===== config.mk =====
export PLATFORM = sky130hd
export DESIGN_NAME = ojm_ctrl
export DESIGN_NICKNAME = d
export VERILOG_FILES = /design/src/sv/ojm_pkg.sv /design/src/sv/ojm_ctrl.sv
export SDC_FILE = /design/constraint.sdc
export NUM_CORES = 1
export LEC_CHECK = 0
export ABC_CLOCK_PERIOD_IN_PS = 1200
export BUFFER_PORTS_ARGS = -buffer_cell sky130_fd_sc_hd__buf_4
export CORE_AREA = 2 2 39 41
export CTS_BUF_LIST = sky130_fd_sc_hd__clkbuf_8
export DETAILED_ROUTE_END_ITERATION = 7
export DIE_AREA = 0 0 41 43
export PLACE_DENSITY = 0.47
export SETUP_SLACK_MARGIN = 0.05
export SLEW_MARGIN = 10
export SYNTH_ARGS = -nofsm -noshare
export SYNTH_HDL_FRONTEND = slang
export SYNTH_SLANG_ARGS = --single-unit

===== constraint.sdc =====
create_clock -name clk -period 1.2 [get_ports clk]
set_input_delay 0.12 -clock clk [delete_from_list [all_inputs] [get_ports clk]]
set_output_delay 0.12 -clock clk [all_outputs]
set_load 0.02 [all_outputs]

===== src/sv/ojm_pkg.sv =====
// Shared types and codes for the overlap jitter match block.
// No dependencies; imported by every other module of the block.
package ojm_pkg;

  localparam logic [1:0] FUNC_WIN_WRITE = 2'd0;
  localparam logic [1:0] FUNC_REF_WRITE = 2'd1;
  localparam logic [1:0] FUNC_SEARCH    = 2'd2;

  localparam logic [1:0] STATUS_DISABLED = 2'd0;
  localparam logic [1:0] STATUS_NOMATCH  = 2'd1;
  localparam logic [1:0] STATUS_MATCH    = 2'd2;

  localparam logic [1:0] REG_CORR_ENABLE = 2'd0;
  localparam logic [1:0] REG_HALF_WINDOW = 2'd1;
  localparam logic [1:0] REG_MATCH_LEN   = 2'd2;

  localparam int CFG_DATA_W = 11;

  // controller -> datapath commands
  typedef struct packed {
    logic       win_we;
    logic       ref_we;
    logic       clear_pos;
    logic       inc_k;
    logic       next_p;
    logic       finish;
    logic [1:0] status;
  } ojm_cmd_t;

  // datapath -> controller status
  typedef struct packed {
    logic enable;
    logic fits;
    logic mismatch;
    logic last_k;
  } ojm_sts_t;

endpackage


===== src/sv/ojm_ctrl.sv =====
// Search sequencer for the overlap jitter match block.
// Depends on ojm_pkg; drives ojm_datapath through command/status structs.
module ojm_ctrl (
  input  logic              clk,
  input  logic              rst_n,
  input  logic              start,
  input  logic [1:0]        in_func,
  input  ojm_pkg::ojm_sts_t sts,
  output ojm_pkg::ojm_cmd_t cmd,
  output logic              busy
);
  import ojm_pkg::*;

  localparam logic [1:0] ST_IDLE    = 2'd0;
  localparam logic [1:0] ST_CHECK   = 2'd1;
  localparam logic [1:0] ST_FETCH   = 2'd2;
  localparam logic [1:0] ST_COMPARE = 2'd3;

  logic [1:0] state_r, state_nxt;
  logic       accept;

  assign busy   = (state_r != ST_IDLE);
  assign accept = start && !busy;

  always_comb begin
    state_nxt     = state_r;
    cmd           = '0;
    cmd.status    = STATUS_NOMATCH;
    case (state_r)
      ST_IDLE: begin
        if (accept) begin
          case (in_func)
            FUNC_WIN_WRITE: cmd.win_we = 1'b1;
            FUNC_REF_WRITE: cmd.ref_we = 1'b1;
            FUNC_SEARCH: begin
              cmd.clear_pos = 1'b1;
              if (!sts.enable) begin
                cmd.finish = 1'b1;
                cmd.status = STATUS_DISABLED;
              end else begin
                state_nxt = ST_CHECK;
              end
            end
            default: ;
          endcase
        end
      end
      ST_CHECK: begin
        // candidate must leave room for the whole reference
        if (!sts.fits) begin
          cmd.finish = 1'b1;
          cmd.status = STATUS_NOMATCH;
          state_nxt  = ST_IDLE;
        end else begin
          state_nxt = ST_FETCH;
        end
      end
      ST_FETCH: state_nxt = ST_COMPARE;
      ST_COMPARE: begin
        if (sts.mismatch) begin
          cmd.next_p = 1'b1;
          state_nxt  = ST_CHECK;
        end else if (sts.last_k) begin
          cmd.finish = 1'b1;
          cmd.status = STATUS_MATCH;
          state_nxt  = ST_IDLE;
        end else begin
          cmd.inc_k = 1'b1;
          state_nxt = ST_FETCH;
        end
      end
      default: state_nxt = ST_IDLE;
    endcase
  end

  always_ff @(posedge clk) begin
    if (!rst_n) begin
      state_r <= ST_IDLE;
    end else begin
      state_r <= state_nxt;
    end
  end

endmodule


==> results of run 1 <==
-- where the power goes --
| group | leakage (uW) | switching, uW | internal (uW) |
|---|---|---|---|
| clock network | 0.0000216 | 46.0 | 211 |
| logic | 0.000182 | 58.3 | 63.8 |
| registers | 0.0000162 | 1.63 | 70.1 |
| total | 0.000219 | 106 | 345 |
-- synth_stat cells --
library cell               number  area share, %
sky130_fd_sc_hd__nand3_1        1            2.5
sky130_fd_sc_hd__o211ai_1       1            3.7
sky130_fd_sc_hd__nand2_1        1            1.8
sky130_fd_sc_hd__nor3_4         1            8.0
sky130_fd_sc_hd__nor4b_2        1            7.4
sky130_fd_sc_hd__a211o_1        1            4.3
sky130_fd_sc_hd__nor4_2         1            6.1
sky130_fd_sc_hd__inv_1          2            3.7
sky130_fd_sc_hd__o21ai_1        1            2.5
sky130_fd_sc_hd__buf_6          1            5.5
sky130_fd_sc_hd__nor2b_1        1            3.1
sky130_fd_sc_hd__nor2_1         3            5.5
sky130_fd_sc_hd__or2_1          1            3.1
sky130_fd_sc_hd__o311a_1        1            4.9
sky130_fd_sc_hd__nor3b_2        1            6.1
sky130_fd_sc_hd__nor3_2         1            4.9
sky130_fd_sc_hd__nand3b_1       1            3.7
sky130_fd_sc_hd__dfxtp_1        2             20
sky130_fd_sc_hd__and3_2         1            3.7
-- stage by stage --
step	hold WS, ns	setup slack [ns]
final	0.1890	-0.1607
after global routing	0.1933	-0.2181
after CTS	0.1885	-0.1446
after detailed placement	0.4033	-0.01507
after global placement	0.4075	0.005861
after floorplan	0.2660	0.01732
-- layer usage --
metal  wire (microns)  vias up
met4                8        0
met5                0        -
met2              289       10
met3               46        2
met1              260      117
li1                 -      132
-- how the worst min path moves through the flow --
| stage | from | cells after the start | end | slack (ns) |
|---|---|---|---|---|
| final | rst_n | 2 | state_r[1] | 0.19 |
| after floorplan | rst_n | 1 | state_r[1] | 0.27 |
| after detailed placement | rst_n | 2 | state_r[1] | 0.40 |
| after global routing | rst_n | 2 | state_r[1] | 0.19 |
| after CTS | rst_n | 2 | state_r[1] | 0.19 |
| after global placement | rst_n | 3 | state_r[0] | 0.41 |
-- cells by family (layout without fill, tap and decap cells) --
group / after synthesis / after routing / share of synthesized area [%]
and+or+nand+nor: 14 / 14 / 55.83
AOI/OAI and AO/OA: 4 / 4 / 15.34
buffers and inverters: 3 / 26 / 9.203
DFF: 2 / 2 / 19.63
-- critical path: cells and delay by family (launching register included) --
family                 cells  cell delay (ns)
buffers and inverters      1             0.18
DFF                        1             0.30
and+or+nand+nor            2             0.56
-- final cells by class --
class | instances | area, sq um | share of cell area, %
Multi-Input combinational cell | 18 | 187.7 | 39.06
Timing Repair Buffer | 21 | 183.9 | 38.28
Clock buffer | 3 | 41.29 | 8.594
Sequential cell | 2 | 40.04 | 8.333
Tap cell | 16 | 20.02 | 4.167
Inverter | 2 | 7.507 | 1.562
-- what timing repair did --
| action | in CTS | in global routing |
|---|---|---|
| hold buffers | 0 | 0 |
| setup endpoints to repair | 8 | 8 |
| gates resized for setup | 5 | 7 |
| buffers inserted | 0 | 0 |
| pin swaps | 1 | 3 |
==> flow_summary.json, run 1 <==
{
  "stdcell_area_sq_um": 480.5,
  "timing.rr.end": "state_r[1]",
  "global_route.usage.met3_pct": 4.712,
  "grt_most_used_layer": "met2",
  "grt_antenna_before_repair": 0,
  "final_core_utilization_pct": 34.72,
  "p_leak_uw": 0.0002193,
  "most-common-layout-cells": "14 x sky130_fd_sc_hd__buf_4, 7 x sky130_fd_sc_hd__buf_6, 3 x sky130_fd_sc_hd__clkbuf_8",
  "syn_avg_cell_area_sq_um": 8.867,
  "drt_iter0_drc": 2,
  "timing.critical_path.arrival_ns": 1.24,
  "clock_tree.htree_level_count": 1,
  "ios": 18,
  "critical_path_s_slowest_cell": "sky130_fd_sc_hd__dfxtp_1",
  "remaining_drc_errors": 0,
  "cts_tree": "done",
  "grt_use_total_pct": 7.508,
  "totalWireLength_microns": 606,
  "ys_warn_count": 0,
  "max_stage_delay_ns": 0.30,
  "pin_count_of_the_biggest_net_entering_global_routing": 6,
  "rsz0062_at_grt": "true",
  "maxCapViolations": 0,
  "grtUsageMet1_pct": 8.280,
  "fin_setup_tns_ns": -0.7121,
  "die_w_microns": 41,
  "cts.reportedPaths.clkPinSlew_ns": 0.03,
  "criticalPathCategory": "register to output port",
  "cts.path.max_buffers": 2,
  "initial_utilization_pct": 14.74,
  "areaGrowthSynthToFinish_pct": 135.6,
  "timing.critical_path.to": "cmd[6]",
  "timing.critical_path.cells": "or2_4 -> nor4b_4 -> buf_4",
  "clock.fmax_mhz": 734.9,
  "worstSetupEndpointType": "output port",
  "core_area_sq_um": 1384,
  "timing.final.crit_period_ns": 1.361,
  "wire_per_inst_microns": 9.774,
  "antenna-diode-count": 0,
  "floorplan_die_area_sq_um": 1763,
  "overflow": 0,
  "p_per_area_nw_per_um2": 939.0,
  "grt_util_met2_pct": 9.688,
  "final.setup.worst_slack_ns": -0.1607,
  "timing.rr.start": "state_r[0]",
  "finClkSkew_ns": 0.001209,
  "clock_insertion_delay_worst_skew_ns": 0.21,
  "layout_top_registers": "state_r (2)",
  "first_global_vias": 230,
  "final_common_cell": "sky130_fd_sc_hd__buf_4",
  "final_cells": 62,
  "crit_fanout": 5,
  "place_inst": 59,
  "power_uw": 451.2,
  "place_hpwl_microns": 502.9,
  "clk_root_buffer_cell": "sky130_fd_sc_hd__clkbuf_8",
  "failed_checks": "setup timing",
  "tightest_slew_ns": 0.2898,
  "reg2reg_depth": 4,
  "final_count_of_pins_violating_max_slew": 0,
  "post_route_cells_drive_above_1_share_pct": 71.74,
  "final-setup-viol-count": 6,
  "die_h_microns": 43,
  "reg2reg_setup_slack_ns": 0.17,
  "worst_setup_sp": "state_r[0]",
  "drtAntennaViolNets": 0,
  "netlist-cell-type-count": 19,
  "numClockSinks": 2,
  "placement.cell_area_sq_um": 394.1,
  "vdd_drop_max_v": 0.0004843,
  "mapped_cells": 23,
  "netlist_area_before_placement_sq_um": 203.9,
  "critPathLaunchType": "register",
  "grt_first_pass_wirelength_microns": 855,
  "io_buffers": 17,
  "largest_reg_flops": 2,
  "final_min_period_over_clock_period_pct": 113.4,
  "vias": 261,
  "filler_cell_count": 144,
  "post_synthesis_sequential_area_ratio_pct": 19.63,
  "postSynthRegisterBits": 2,
  "finalNetCount": 57,
  "crit_required_ns": 1.08,
  "cts_buffer_count": 3,
  "status": "complete, but fails checks",
  "holdCritPathClass": "input port to register",
  "finalHoldViolations": 0,
  "registers.top_by_ff_count": "state_r",
  "replace_congestion": 0.6807,
  "std_cell_rows": 14,
  "syn-num-nets": 32,
  "slew_headroom_pct": 80.62,
  "vias_per_cell": 4.210,
  "drtPass1Iterations": 4
}
No activity file was read; power rests on OpenSTA's default activity.
==> run 2: changes to the inputs <==
PLACE_DENSITY = 0.43   (was 0.47)
==> run 2 against run 1 <==
Compared with the run above:
- the flow still finishes with violations (setup timing)
- critical path depth rose by 1
- setup slack gained 0.0043 ns
- sequential share of layout area fell by 0.25 points
- via count rose by 1.9%
- sequential cell count stayed put
- critical endpoint is now cmd[7]
- highest routed layer is now met3
==> flow_summary.json, run 2 (synthesis gave the netlist of run 1 again) <==
{
  "numClockSinks": 2,
  "drtAntennaViolNets": 0,
  "layout_top_registers": "state_r (2)",
  "worst_setup_sp": "state_r[0]",
  "core_area_sq_um": 1384,
  "slew_headroom_pct": 81.59,
  "overflow": 0,
  "cts.reportedPaths.clkPinSlew_ns": 0.03,
  "most-common-layout-cells": "16 x sky130_fd_sc_hd__buf_4, 7 x sky130_fd_sc_hd__buf_6, 3 x sky130_fd_sc_hd__clkbuf_8",
  "p_per_area_nw_per_um2": 927.0,
  "final.setup.worst_slack_ns": -0.1564,
  "crit_required_ns": 1.08,
  "final-setup-viol-count": 7,
  "largest_reg_flops": 2,
  "multi_input_comb_area_sq_um": 187.7,
  "placement.cell_area_sq_um": 386.6,
  "finClkSkew_ns": 0.000007064,
  "pin_count_of_the_biggest_net_entering_global_routing": 6,
  "die_h_microns": 43,
  "cts_tree": "done",
  "stdcell_area_sq_um": 495.5,
  "tightest_slew_ns": 0.2753,
  "power_uw": 459.3,
  "timing.critical_path.cells": "or2_4 -> buf_6 -> nor4_4 -> buf_4",
  "clock.fmax_mhz": 737.3,
  "io_buffers": 17,
  "timing.final.crit_period_ns": 1.356,
  "worstHoldStart": "rst_n",
  "finalNetCount": 59,
  "areaGrowthSynthToFinish_pct": 142.9,
  "grt_use_total_pct": 9.228,
  "finalHoldViolations": 0,
  "critical_path.n_buffers_inverters": 2,
  "clk_root_buffer_cell": "sky130_fd_sc_hd__clkbuf_8",
  "holdCritPathClass": "input port to register",
  "critPathLaunchType": "register",
  "ios": 18,
  "final_min_period_over_clock_period_pct": 113.0,
  "clock_tree.htree_level_count": 1,
  "registers.top_by_ff_count": "state_r",
  "seq_area_sq_um": 40.04,
  "fin_setup_tns_ns": -0.8106,
  "timing.rr.start": "state_r[0]",
  "filler_cell_count": 144,
  "final_common_cell": "sky130_fd_sc_hd__buf_4",
  "p_leak_uw": 0.0002303,
  "grt_first_pass_wirelength_mm": 1.028,
  "maxCapViolations": 0,
  "worstSetupEndpointType": "output port",
  "crit_fanout": 5,
  "vias": 266,
  "place_hpwl_microns": 507.2,
  "largest_delay_share_family_worst_path": "simple AND/OR/NAND/NOR gates",
  "wire_per_inst_microns": 10.53,
  "grt_antenna_before_repair": 0,
  "std_cell_rows": 14,
  "antenna-diode-count": 0,
  "final_count_of_pins_violating_max_slew": 0,
  "dp_worst_setup_slack_ns": -0.04403,
  "critical_path_s_slowest_cell": "sky130_fd_sc_hd__dfxtp_1",
  "cts_hold_repair.buffers": 0,
  "drt_iter0_drc": 3,
  "initial_utilization_pct": 14.74,
  "drtPass1Iterations": 4,
  "rsz0062_at_grt": "true",
  "remaining_drc_errors": 0,
  "replace_congestion": 0.7778,
  "max_stage_delay_ns": 0.29,
  "cts_buffer_count": 3,
  "clock_insertion_delay_worst_skew_ns": 0.21,
  "totalWireLength_microns": 674,
  "timing.critical_path.arrival_ns": 1.24,
  "floorplan_die_area_sq_um": 1763,
  "first_global_vias": 273,
  "die_w_microns": 41,
  "status": "complete, but fails checks",
  "criticalPathCategory": "register to output port",
  "vdd_drop_max_v": 0.0006038,
  "cts.path.max_buffers": 2,
  "vias_per_cell": 4.156,
  "failed_checks": "setup timing",
  "post_route_cells_drive_above_1_share_pct": 72.92
}
run 2: metrics by stage:
| stage | utilization [%] | hold WS, ns | instances |
|---|---|---|---|
| 2_1_floorplan | - | 0.2660 | 23 |
| 3_3_place_gp | 27.94 | 0.3977 | 58 |
| 3_5_place_dp | 27.94 | 0.3950 | 58 |
| 4_1_cts | 32.91 | 0.1782 | 62 |
| 5_1_grt | 35.80 | 0.1875 | 64 |
| 6_report | 35.80 | 0.1833 | 64 |
run 2: what timing repair did:
action | 4_1_cts | 5_1_grt
buffers inserted | 1 | 2
pin swaps | 2 | 2
setup endpoints to repair | 8 | 9
gates resized for setup | 6 | 6
endpoints found under the hold margin | 0 | 0
run 2: area by class of cell:
class / count / area share (%)
Multi-Input combinational cell: 18 / 37.88
Tap cell: 16 / 4.040
Sequential cell: 2 / 8.081
Inverter: 2 / 1.515
Timing Repair Buffer: 23 / 40.15
Clock buffer: 3 / 8.333
run 2: routing by layer:
| metal | GRT usage [%] | vias up | wire, microns |
|---|---|---|---|
| li1 | - | 137 | - |
| met3 | 4.712 | 0 | 12 |
| met1 | 9.936 | 126 | 243 |
| met5 | 0 | - | 0 |
| met4 | 8.000 | 0 | 0 |
| met2 | 12.50 | 3 | 418 |
run 2: worst paths after layout:
| check | slack [ns] | depth (start not counted) | endpoint |
|---|---|---|---|
| worst min-delay path | 0.18 | 2 | state_r[1] |
| worst max-delay path | -0.16 | 4 | cmd[7] |
| worst min register to register | 0.62 | 3 | state_r[0] |
| worst max register to register | 0.17 | 4 | state_r[1] |
run 2: power by group:
| part | total [uW] | switching, uW | internal (uW) |
|---|---|---|---|
| sequential | 71.5 | 1.52 | 70.0 |
| clock | 260 | 48.6 | 212 |
| combinational | 127 | 60.4 | 67.1 |
